`src/hdl/idwa_pkg.sv`:
```
// Shared types, constants and table builders for the inverse distance
// weighted average unit. No dependencies.
package idwa_pkg;

    localparam int DEF_WEIGHT_BITS = 32;

    localparam int QUEUE_DEPTH = 4;
    localparam int QPTR_W      = 2;

    localparam logic [15:0] POWER_RESET  = 16'd8192;
    localparam logic [31:0] THRESH_RESET = 32'd1;

    // configuration register indexes
    localparam logic REG_POWER  = 1'b0;
    localparam logic REG_THRESH = 1'b1;

    // item classes decided at the front
    localparam logic [1:0] KIND_SKIP   = 2'd0;
    localparam logic [1:0] KIND_HIT    = 2'd1;
    localparam logic [1:0] KIND_WEIGHT = 2'd2;

    typedef struct packed {
        logic [1:0]  kind;
        logic        last;
        logic [31:0] distance;
        logic [31:0] value;
    } idwa_item_t;

    typedef logic [31:0] root_tab_t [16];

    function automatic logic [63:0] isqrt64(input logic [63:0] x_in);
        logic [63:0] x;
        logic [63:0] res;
        logic [63:0] b;
        x   = x_in;
        res = 64'd0;
        b   = 64'd1 << 62;
        for (int i = 0; i < 32; i++)
        begin
            if (x >= res + b)
            begin
                x   = x - (res + b);
                res = (res >> 1) + b;
            end
            else
            begin
                res = res >> 1;
            end
            b = b >> 2;
        end
        return res;
    endfunction

    // entry i holds 2^(2^-(i+1)) in Q2.30, by repeated square roots from 2.0
    function automatic root_tab_t exp_root_table();
        root_tab_t   tab;
        logic [63:0] r;
        r = 64'd1 << 31;
        for (int i = 0; i < 16; i++)
        begin
            r      = isqrt64(r << 30);
            tab[i] = r[31:0];
        end
        return tab;
    endfunction

endpackage

```
`src/hdl/idwa_front.sv`:
```
// Front part: accepts pairs, tracks hits within a point and classifies each pair.
// Depends on idwa_pkg.
module idwa_front (
    input  logic                 clk,
    input  logic                 rst_n,
    input  logic                 push,
    output logic                 full,
    input  logic [31:0]          distance,
    input  logic signed [31:0]   sample_value,
    input  logic                 usable,
    input  logic                 last_of_point,
    input  logic [31:0]          hit_threshold,
    input  logic                 q_full,
    output logic                 q_push,
    output idwa_pkg::idwa_item_t q_item
);
    import idwa_pkg::*;

    logic hit_seen_reg;
    logic is_hit;

    assign full   = q_full;
    assign q_push = push && !q_full;
    assign is_hit = distance < hit_threshold;

    always_comb
    begin
        q_item.last     = last_of_point;
        q_item.distance = distance;
        q_item.value    = sample_value;
        if (!usable || hit_seen_reg)
        begin
            q_item.kind = KIND_SKIP;
        end
        else if (is_hit)
        begin
            q_item.kind = KIND_HIT;
        end
        else
        begin
            q_item.kind = KIND_WEIGHT;
        end
    end

    always_ff @(posedge clk or negedge rst_n)
    begin
        if (!rst_n)
        begin
            hit_seen_reg <= 1'b0;
        end
        else if (q_push)
        begin
            // drop later pairs of a point once it has a hit
            if (last_of_point)
            begin
                hit_seen_reg <= 1'b0;
            end
            else if (q_item.kind == KIND_HIT)
            begin
                hit_seen_reg <= 1'b1;
            end
        end
    end

endmodule

```
`config.mk`:
```
export PLATFORM = sky130hd
export DESIGN_NAME = idwa_front
export DESIGN_NICKNAME = d
export VERILOG_FILES = /design/src/hdl/idwa_pkg.sv /design/src/hdl/idwa_front.sv
export SDC_FILE = /design/constraint.sdc
export NUM_CORES = 1
export LEC_CHECK = 0
export CAP_MARGIN = 20
export CORE_AREA = 3 3 65 67
export DETAILED_ROUTE_END_ITERATION = 10
export DIE_AREA = 0 0 68 70
export DONT_BUFFER_PORTS = 1
export PLACE_DENSITY_LB_ADDON = 0.12
export SLEW_MARGIN = 10
export SYNTH_ARGS = -nofsm -noshare
export SYNTH_HDL_FRONTEND = slang
export SYNTH_SLANG_ARGS = --single-unit
export TNS_END_PERCENT = 50
```
`constraint.sdc`:
```
create_clock -name clk -period 2.56 [get_ports clk]
set_input_delay 0.128 -clock clk [delete_from_list [all_inputs] [get_ports clk]]
set_output_delay 0.128 -clock clk [all_outputs]
set_load 0.03 [all_outputs]
```
### Word level (Yosys, flattened, before mapping)

Index checks and enable logic that the tools add are counted.

* multiplexer cells: 4
* eq/ne operators: 1
* $lt $le $gt $ge: 1
* reductions and logical operators: 6

Operators with widths (count)
* $lt 32x32->1: 1
* $mux 2: 2
* $eq 2x1->1 const B: 1
* $logic_not 1->1: 2
* $mux 1: 2
* $reduce_and 2->1: 1
* $reduce_bool 2->1: 1
* $logic_and 1x1->1: 1
* $logic_or 1x1->1: 1

* bits of input ports: 102
* word-level logic and storage cells: 13
* bits in registers: 1
* output and inout bits: 69

### Logic depth before layout (Yosys ltp)

* depth after elaboration: 6
* depth in mapped cells: 8
* mapped depth without buffers: 8

### Worst setup path before layout

Ideal clock, no wire load.

* kind: input to output
* start point: in hit_threshold[2]
* end point: out q_item[66] (netlist name)
* path slack: 0.574 ns
* cell stages on the path: 8
* data required time: 2.432 ns
* buffers on the path: 0
* arrival time: 1.858 ns
* cells stage by stage: inv_1 > ha_1 > a211o_1 > a31oi_1 > o311a_1 > o41ai_2 > a21oi_2 > nor3b_2

RTL lines
* from (decl): line idwa_front.sv:12 `input logic [31:0] hit_threshold,`
* to (decl): line idwa_front.sv:15 `output idwa_pkg::idwa_item_t q_item`

==> results.sh <==
export IMPL_rsz0062_at_grt="no"
export IMPL_fin_crit_ns=1.99
export IMPL_yosys_top_cells_count="buf_4, inv_1, ha_1, a21oi_1, nand2_1"
export IMPL_start_util_pct=36.7
export IMPL_layout_nets=254
export IMPL_drive_above_1_share_pct=4.20
export IMPL_max_freq_mhz=504
export IMPL_gp_congestion=0.704
export IMPL_hold_path_class="input pin to output port"
export IMPL_n_fill_cell=442
export IMPL_drt_wl_total_um=2590
export IMPL_netlist_area_leader_share_pct=36.6
export IMPL_ir_drop_v=0.0000934
export IMPL_die_area_sq_um=4760
export IMPL_cts_setup_buffers=0
export IMPL_setup_slack_ns=0.574
export IMPL_insertion_delay_ns=0
export IMPL_syn_area_per_cell_sq_um=7.40
export IMPL_design_core_area_sq_um=3690
export IMPL_yosysTopAreaCell="buf_4"
export IMPL_synthFlopType="dfrtp_1"
export IMPL_synth_seq_cells=1
export IMPL_antenna_found_initial=0
export IMPL_grt_max_degree=5
export IMPL_postSynthCellCount=183
export IMPL_fp_dieW_um=68
export IMPL_finalCritPeriodShare_pct=77.6
export IMPL_yosysSeqAreaShare_pct=1.85
export IMPL_finalSetupTns_ns=0
export IMPL_path_buf_inv=2
export IMPL_cp_data_arrival_time_ns=1.86
export IMPL_finalHoldViolCount=0
export IMPL_synth_edf_count=0
export IMPL_slowest_delay_ns=0.44
export IMPL_path_max_fanout=2
export IMPL_die_h_um=70
export IMPL_async_flop_share_pct=100
export IMPL_grt_pass1_vias=812
export IMPL_path_cells="inv_1 > ha_1 > a211o_1 > a31oi_1 > o311a_1 > o41ai_2 > a21oi_2 > nor3b_2 > buf_4"
export IMPL_grt_use_total_pct=9.32
export IMPL_drc=0
export IMPL_p_leak_uw=0.000559
export IMPL_slew_viol_final=0
export IMPL_dr_total_vias=858
export IMPL_dp_hpwl_um=2550
export IMPL_diodes=0
export IMPL_crit_required_ns=2.43
export IMPL_rows=22
export IMPL_portBuffers=0
export IMPL_clock_skew_ns=0
export IMPL_setup_viol=0
export IMPL_synth_area_top_cells="buf_4, ha_1, inv_1"
export IMPL_ys_warn_count=0
export IMPL_p_per_area_nw_per_um2=167
export IMPL_largest_reg_flops=1
export IMPL_crit_type="input pin to output port"
export IMPL_wire_per_inst_um=15.5
export IMPL_netlist_area_sq_um=1360
export IMPL_maxSlewHeadroom_pct=50.8
export IMPL_worst_setup_path_start_kind="input pin"
export IMPL_slowest_stage="o41ai_2"
export IMPL_synth_nets=316
export IMPL_first_pass_iters=4
export IMPL_vias_per_cell=5.14
export IMPL_worst_pin_slew_ns=0.736
export IMPL_drt_initial_drc_count=9
export IMPL_pin_count=171
export IMPL_yosysUniqueCellTypes=25
export IMPL_area_growth_syn_to_layout_pct=-30.8
export IMPL_grt_pass1_wl_um=3660
export IMPL_cp_top_family="compound AO/OA/AOI/OAI gates"
export IMPL_drv_cap=0
export IMPL_status="completed"
export IMPL_ant_nets=0
export IMPL_dp_slack_ns=0.512
export IMPL_yosysMostFrequentCell="buf_4"
export IMPL_crit_path_end_kind="output port"
export IMPL_overflow=0
## stage by stage
step | total power (uW) | std cells | cell area [sq um] | utilization [%] | hold WS [ns]
finish | 156 | 167 | 937 | 25.4 | 0.256
global route | 183 | 167 | 937 | 25.4 | 0.256
global placement | 155 | 166 | 927 | 25.1 | -0.168
floorplan | 325 | 183 | 1360 | - | -0.168
CTS | 161 | 167 | 937 | 25.4 | 0.256
detailed placement | 159 | 166 | 927 | 25.1 | -0.168
## where the power goes
part	switching (uW)	leakage, uW	internal [uW]
Clock	0	0	0
Sequential	2.56	0.0000125	19.3
Combinational	73.0	0.000547	61.5
Total	75.5	0.000559	80.8
## worst paths after layout
check	depth (start not counted)	endpoint	slack, ns	from
worst max-delay path	9	q_item[66]	0.57	hit_threshold[2]
worst min-delay path	0	q_item[10]	0.26	sample_value[10]
worst max register to register	1	hit_seen_reg$_DFFE_PN0P_	1.91	hit_seen_reg$_DFFE_PN0P_
worst min register to register	1	hit_seen_reg$_DFFE_PN0P_	0.51	hit_seen_reg$_DFFE_PN0P_
max in group asynchronous	1	hit_seen_reg$_DFFE_PN0P_	2.10	rst_n
min in group asynchronous	1	hit_seen_reg$_DFFE_PN0P_	0.35	rst_n
## layout make-up
class	instances	area (sq um)	area share, %
Tap cell	48	60.1	6.41
Timing Repair Buffer	2	17.5	1.87
Sequential cell	1	25.0	2.67
Inverter	32	120	12.8
Multi-Input combinational cell	84	714	76.2
## metal layers
| layer | vias up | wire length [um] | global-route usage [%] |
|---|---|---|---|
| li1 | 413 | - | - |
| met1 | 355 | 887 | 9.76 |
| met2 | 78 | 1290 | 17.9 |
| met3 | 12 | 362 | 2.25 |
| met4 | 0 | 55 | 1.99 |
| met5 | - | 0 | 0 |
## logic make-up after synthesis
group / count (synthesis) / share of synthesized area, %
AO/OA/AOI/OAI: 28 / 13.6
adder cells (fa/ha/maj): 31 / 28.6
buffers and inverters: 98 / 45.4
flip-flops: 1 / 1.85
AND/OR/NAND/NOR: 25 / 10.5
## placed cells by master, fill, tap and decap left out, types with 2 or more instances in the layout
master,n
inv_1,32
ha_1,31
a21oi_1,13
nand2_1,7
nand4_1,5
nand3_1,4
o21ai_0,4
a21o_1,3
a211o_1,2
nor2_1,2
## what timing repair did
action                                 4_1_cts  5_1_grt
resized for setup                            0        0
hold buffers                                 1        0
endpoints found under the hold margin        1        0
Power figures use the tool's default switching activity.
