==> src/hdl/idwa_pkg.sv <==
// Shared types, constants and table builders for the inverse distance
// weighted average unit. No dependencies.
package idwa_pkg;

    localparam int DEF_WEIGHT_BITS = 32;

    localparam int QUEUE_DEPTH = 4;
    localparam int QPTR_W      = 2;

    localparam logic [15:0] POWER_RESET  = 16'd8192;
    localparam logic [31:0] THRESH_RESET = 32'd1;

    // configuration register indexes
    localparam logic REG_POWER  = 1'b0;
    localparam logic REG_THRESH = 1'b1;

    // item classes decided at the front
    localparam logic [1:0] KIND_SKIP   = 2'd0;
    localparam logic [1:0] KIND_HIT    = 2'd1;
    localparam logic [1:0] KIND_WEIGHT = 2'd2;

    typedef struct packed {
        logic [1:0]  kind;
        logic        last;
        logic [31:0] distance;
        logic [31:0] value;
    } idwa_item_t;

    typedef logic [31:0] root_tab_t [16];

    function automatic logic [63:0] isqrt64(input logic [63:0] x_in);
        logic [63:0] x;
        logic [63:0] res;
        logic [63:0] b;
        x   = x_in;
        res = 64'd0;
        b   = 64'd1 << 62;
        for (int i = 0; i < 32; i++)
        begin
            if (x >= res + b)
            begin
                x   = x - (res + b);
                res = (res >> 1) + b;
            end
            else
            begin
                res = res >> 1;
            end
            b = b >> 2;
        end
        return res;
    endfunction

    // entry i holds 2^(2^-(i+1)) in Q2.30, by repeated square roots from 2.0
    function automatic root_tab_t exp_root_table();
        root_tab_t   tab;
        logic [63:0] r;
        r = 64'd1 << 31;
        for (int i = 0; i < 16; i++)
        begin
            r      = isqrt64(r << 30);
            tab[i] = r[31:0];
        end
        return tab;
    endfunction

endpackage

==> src/hdl/idwa_fifo.sv <==
// Short item queue between the front and the back of the unit.
// Depends on idwa_pkg.
module idwa_fifo (
    input  logic                 clk,
    input  logic                 rst_n,
    input  logic                 wr,
    input  idwa_pkg::idwa_item_t wr_item,
    output logic                 q_full,
    input  logic                 rd,
    output idwa_pkg::idwa_item_t rd_item,
    output logic                 q_empty
);
    import idwa_pkg::*;

    idwa_item_t          slot_reg [QUEUE_DEPTH];
    logic [QPTR_W-1:0]   wr_ptr_reg;
    logic [QPTR_W-1:0]   rd_ptr_reg;
    logic [QPTR_W:0]     count_reg;

    assign q_full  = (count_reg == (QPTR_W+1)'(QUEUE_DEPTH));
    assign q_empty = (count_reg == '0);
    assign rd_item = slot_reg[rd_ptr_reg];

    always_ff @(posedge clk)
    begin
        if (wr)
        begin
            slot_reg[wr_ptr_reg] <= wr_item;
        end
    end

    always_ff @(posedge clk or negedge rst_n)
    begin
        if (!rst_n)
        begin
            wr_ptr_reg <= '0;
            rd_ptr_reg <= '0;
            count_reg  <= '0;
        end
        else
        begin
            if (wr)
            begin
                wr_ptr_reg <= wr_ptr_reg + 1'b1;
            end
            if (rd)
            begin
                rd_ptr_reg <= rd_ptr_reg + 1'b1;
            end
            if (wr && !rd)
            begin
                count_reg <= count_reg + 1'b1;
            end
            else if (rd && !wr)
            begin
                count_reg <= count_reg - 1'b1;
            end
        end
    end

endmodule

==> config.mk <==
export PLATFORM = sky130hd
export DESIGN_NAME = idwa_fifo
export DESIGN_NICKNAME = d
export VERILOG_FILES = /design/src/hdl/idwa_pkg.sv /design/src/hdl/idwa_fifo.sv
export SDC_FILE = /design/constraint.sdc
export NUM_CORES = 1
export LEC_CHECK = 0
export BUFFER_PORTS_ARGS = -buffer_cell sky130_fd_sc_hd__buf_2
export CAP_MARGIN = 15
export CORE_MARGIN = 2
export CORE_UTILIZATION = 51
export CTS_BUF_LIST = sky130_fd_sc_hd__clkbuf_8 sky130_fd_sc_hd__clkbuf_16
export DETAILED_ROUTE_END_ITERATION = 10
export GPL_TIMING_DRIVEN = 0
export PLACE_DENSITY = 0.75
export SKIP_LAST_GASP = 1
export SYNTH_ARGS = -nofsm -noshare
export SYNTH_HDL_FRONTEND = slang
export SYNTH_SLANG_ARGS = --single-unit
==> constraint.sdc <==
create_clock -name clk -period 2.6 [get_ports clk]
set_clock_uncertainty 0.05 [all_clocks]
set_input_delay 0.13 -clock clk [delete_from_list [all_inputs] [get_ports clk]]
set_output_delay 0.13 -clock clk [all_outputs]
set_load 0.02 [all_outputs]
== Yosys cells after proc, flatten, opt, wreduce, memory -nomap -nowiden ==
Memories as Yosys holds them, arrays and structs flattened.
Index checks and enable logic that the tools add are counted.
W data, S select, Z words.
Word-level totals
  word-level logic and storage cells: 19
  bits in writable memories: 268
  register bits after elaboration: 7
  output and inout port bits: 69
  memories kept: 1
Operators by class
  add/sub/neg operators: 4
  equality and inequality tests: 1
  muxes and demuxes: 4
  reductions and logical operators: 6
Memory list
  slot_reg: words 4, width 67, read ports 1, clocked after Yosys merged registers in 0, wr ports 1, RTL line idwa_fifo.sv:15  | idwa_item_t slot_reg [QUEUE_DEPTH];
Operators by type and width (number)
  $mux W3: 2
  $add A2 B1 Y2 const B: 2
  $add A3 B1 Y3 const B: 1
  $eq A3 B3 Y1 const B: 1
  $logic_not A3 Y1: 1
  $sub A3 B1 Y3 const B: 1
  $logic_and A1 B1 Y1: 2
  $logic_not A1 Y1: 2
  $mux W1: 2
  $reduce_bool A2 Y1: 1

== Longest topological paths before layout ==
  word-level depth: 4
  gate-level depth with buffers: 7
  mapped depth without buffers: 7

== Least setup slack after synthesis ==
Ideal clock, no wire load.
  kind: reg2reg
  start: register wr_ptr_reg[0]
  end: memory slot_reg[2][0] (netlist name) (enable)
  setup time: 0.432 ns
  setup slack: -0.070 ns
  required time: 2.118 ns
  cell stages (with the launch flop): 4
  arrival time: 2.188 ns
  path buffers: 0
  clock period less this slack: 2.670 ns
  cell sequence: dfrtp_1 -> inv_1 -> ha_1 -> and2_1
RTL lines
  start: declaration: RTL line idwa_fifo.sv:16  | logic [QPTR_W-1:0] wr_ptr_reg;
  start signal: assignment: RTL line idwa_fifo.sv:44  | wr_ptr_reg <= wr_ptr_reg + 1'b1;
  end: declaration: RTL line idwa_fifo.sv:15
No word-level cell before the write port.

==> qor.txt <==
STA
--------------------------------------------------------------------------------
Final Worst Setup Slack ...........................................     0.257 ns
Final hold viol count .............................................            0
Max Fclk ..........................................................      427 MHz
Setup-failing EPs final ...........................................            0
RSZ-0062 raised after global routing ..............................        false
Share of the cycle needed by the critical path after routing ......        0.901
Final Slew Violations .............................................            0
Max-slew headroom .................................................        0.534
Measured slew at the worst slew-check pin .........................     0.700 ns
Setup TNS .........................................................         0 ns
Crit path time final ..............................................      2.34 ns

YOSYS
--------------------------------------------------------------------------------
Sequential share of the synthesized area ..........................        0.817
Number of warning messages in the yosys log .......................            0
Cell count after synthesis ........................................          385
Post-synth cell types .............................................           20
Mean cell area of the mapped netlist ..............................    26.2 um^2
Flip-flop and latch count after synthesis .........................          275
Synthesized area ..................................................  10,100 um^2
Synthesized netlist net count .....................................          462

DIE
--------------------------------------------------------------------------------
Die Width .........................................................       145 um
Die height ........................................................       145 um
Area of the core ..................................................  19,400 um^2
Die area ..........................................................  20,900 um^2
Boundary pin count ................................................          140
Starting density of the core ......................................        0.519
Number of rows in the core area ...................................           51

WORST SETUP PATH
--------------------------------------------------------------------------------
WP data arrival ...................................................      2.16 ns
RR Startpoint ..................................................... wr_ptr_reg[1]$_DFFE_PN0P_
Kind of cell with the highest combined delay on the critical path . buffers and inverters
Length in cells of the worst reg-to-reg path ......................            4
Worst setup path category .........................................      reg2out
Startpoint class of the critical path .............................         flop
Most repeated library cell on the critical path ................... sky130_fd_sc_hd__buf_2
Delay contributed by the slowest stage of the critical path .......      0.37 ns
FF-to-FF setup slack ..............................................      0.80 ns
Critical Path, Cell by Cell ....................................... buf_2 > buf_2 > buf_2 > mux4_2 > buf_2
Endpoint required time on the critical path .......................      2.42 ns
Bufs and invs on worst path .......................................            4
Largest driver fanout on the critical path ........................           10
Cell with the biggest individual delay on the critical path ....... sky130_fd_sc_hd__mux4_2
Reg2reg end ....................................................... slot_reg[0][13]$_DFFE_PP_
Number of cells on the critical path ..............................            5
Crit path capture type ............................................ primary output

MIN PATH
--------------------------------------------------------------------------------
Count of cells along the worst hold path ..........................            2
Class of the most critical hold timing path .......................       in2reg
Launch instance of the worst min-delay path .......................  wr_item[45]
Worst hold endpoint ............................................... slot_reg[2][45]$_DFFE_PP_

CLOCKING
--------------------------------------------------------------------------------
Clock slew at reported path FFs ...................................      0.06 ns
Number of instances resized during post-cts repair ................            0
# H-tree levels ...................................................            1
Total clock buffers created by CTS ................................           27
Clock sinks .......................................................          275
Clock latency at the later pin of the worst-skew pair .............      0.51 ns
Number of buffers inserted by post-CTS setup repair ...............            0
Root buffer selected by CTS ....................................... sky130_fd_sc_hd__clkbuf_16
Clock tree buffer depth ...........................................            3
CTS tree ..........................................................        built

GLOBAL ROUTE
--------------------------------------------------------------------------------
Maximum number of pins on one net before global-route repair ......           43
Number of antenna violations at the first check in global routing .            0
All-Layer GR Usage ................................................        0.171
First-pass GRT wire length ........................................    26,900 um
Number of global-route vias before repair .........................        5,130
Leftover overflow at the end of global routing ....................            0

POWER AND IR DROP
--------------------------------------------------------------------------------
Largest vdd supply drop ...........................................   0.000716 V
Overall power .....................................................      14.2 mW
Leakage power .....................................................      4.49 nW
Power density relative to cell area ............................... 1110 nW/um^2

ROUTING
--------------------------------------------------------------------------------
Detailed-routing iteration count for the pre-antenna-repair pass ..            5
Detailed-route via count ..........................................        4,768
Average vias per placed instance ..................................         5.22
Routed Antenna Nets ...............................................            0
Average wire per cell in the routed design ........................      19.5 um
Total wire length .................................................    17,800 um
Initial detailed-routing violation count ..........................          234
Number of DRC violations after detailed routing ...................            0

LAYOUT
--------------------------------------------------------------------------------
Net count, final ..................................................          705
Post-Route Utilization ............................................        0.658
Layout cells sized above 1 ........................................        0.407
Summed area of non-filler cells in the final layout ...............  12,800 um^2
Area growth, synth to finish ......................................        26.7%
Max reg flops .....................................................          268
Commonest non-fill, non-tap cell in the layout .................... sky130_fd_sc_hd__edfxtp_1
Most frequent cells in the layout ................................. 268 x sky130_fd_sc_hd__edfxtp_1, 145 x sky130_fd_sc_hd__buf_2, 71 x sky130_fd_sc_hd__dlygate4sd3_1
Ant diodes ........................................................            0

PLACEMENT
--------------------------------------------------------------------------------
Pre-CTS setup slack ...............................................     0.750 ns
Final Wtd Congestion ..............................................        0.719
Post-DP HPWL ......................................................    10,900 um
IO Port Bufs ......................................................          139
Cell area after placement .........................................  11,200 um^2

OUTCOME
--------------------------------------------------------------------------------
Run status ........................................................ finished clean

JOB
--------------------------------------------------------------------------------
Max-cap violations ................................................            0

-- where the power goes --
| part | total (mW) | switching (mW) | internal (mW) |
|---|---|---|---|
| logic | 4.62 | 2.65 | 1.98 |
| registers | 6.00 | 0.201 | 5.80 |
| clock network | 3.58 | 1.51 | 2.08 |
-- through the flow --
stage / std cells / hold slack, ns
2_1_floorplan: 385 / -0.216
3_5_place_dp: 793 / -0.0742
3_3_place_gp: 789 / -0.0817
5_1_grt: 913 / 0.294
6_report: 913 / 0.304
4_1_cts: 913 / 0.274
-- area by class of cell --
type | instances | area [um^2]
clock inverters | 22 | 151
well taps | 265 | 332
multi-input cells | 90 | 1720
fillers | 1306 | 6640
plain buffers | 16 | 123
flip-flops and latches | 275 | 8220
repair buffers | 214 | 1520
clock buffers | 27 | 676
inverters | 4 | 15.0
-- cell usage after synthesis, drive strengths merged --
library cell / count / share of area
inv: 4 / 0.0015
clkbuf: 3 / 0.0011
o21ai: 1 / 0.00050
buf: 13 / 0.011
mux4: 67 / 0.15
edfxtp: 268 / 0.80
mux2: 1 / 0.0011
and2: 4 / 0.0025
nor3: 1 / 0.00050
xnor2: 2 / 0.0017
nor2: 1 / 0.00037
fa: 1 / 0.0020
nor3b: 1 / 0.00075
ha: 5 / 0.0062
nand2: 2 / 0.00075
dfrtp: 7 / 0.017
xor2: 4 / 0.0035
-- worst register-to-register path, stage by stage, from the launching register on --
cell	delay (ns)
sky130_fd_sc_hd__dfrtp_1	0.40
sky130_fd_sc_hd__inv_1	0.12
sky130_fd_sc_hd__ha_1	0.15
sky130_fd_sc_hd__and2_4	0.44
sky130_fd_sc_hd__buf_16	0.31
-- kinds of logic after synthesis --
logic type | count (synthesis) | synth area share
buffers and inverters | 20 | 0.0137
DFF | 275 | 0.817
muxes | 68 | 0.151
adders and majority gates | 6 | 0.00820
and+or+nand+nor | 9 | 0.00485
xor gates and xnor gates | 6 | 0.00522
AOI/OAI and AO/OA | 1 | 0.000497
-- routing by layer --
metal	wire length (um)	track usage	up-vias
li1	-	-	2139
met2	9360	0.305	140
met5	0	0	-
met4	306	0.0404	0
met3	1110	0.0338	26
met1	7080	0.219	2463
-- how the worst max path moves through the flow --
stage                                      endpoint                       from  slack (ns)
after global routing                    rd_item[38]  rd_ptr_reg[1]$_DFFE_PN0P_        0.12
after CTS                               rd_item[14]  rd_ptr_reg[1]$_DFFE_PN0P_        0.20
final                                   rd_item[38]  rd_ptr_reg[1]$_DFFE_PN0P_        0.26
after floorplan            slot_reg[3][0]$_DFFE_PP_  wr_ptr_reg[0]$_DFFE_PN0P_        0.01
after detailed placement                rd_item[14]  rd_ptr_reg[1]$_DFFE_PN0P_        0.75
after global placement    slot_reg[3][28]$_DFFE_PP_  wr_ptr_reg[0]$_DFFE_PN0P_       -1.17
-- what timing repair did --
item,4_1_cts,5_1_grt
hold buffers,71,0
endpoints found under the setup margin,0,0
endpoints found under the hold margin,279,0
No activity file was read; power rests on OpenSTA's default activity.
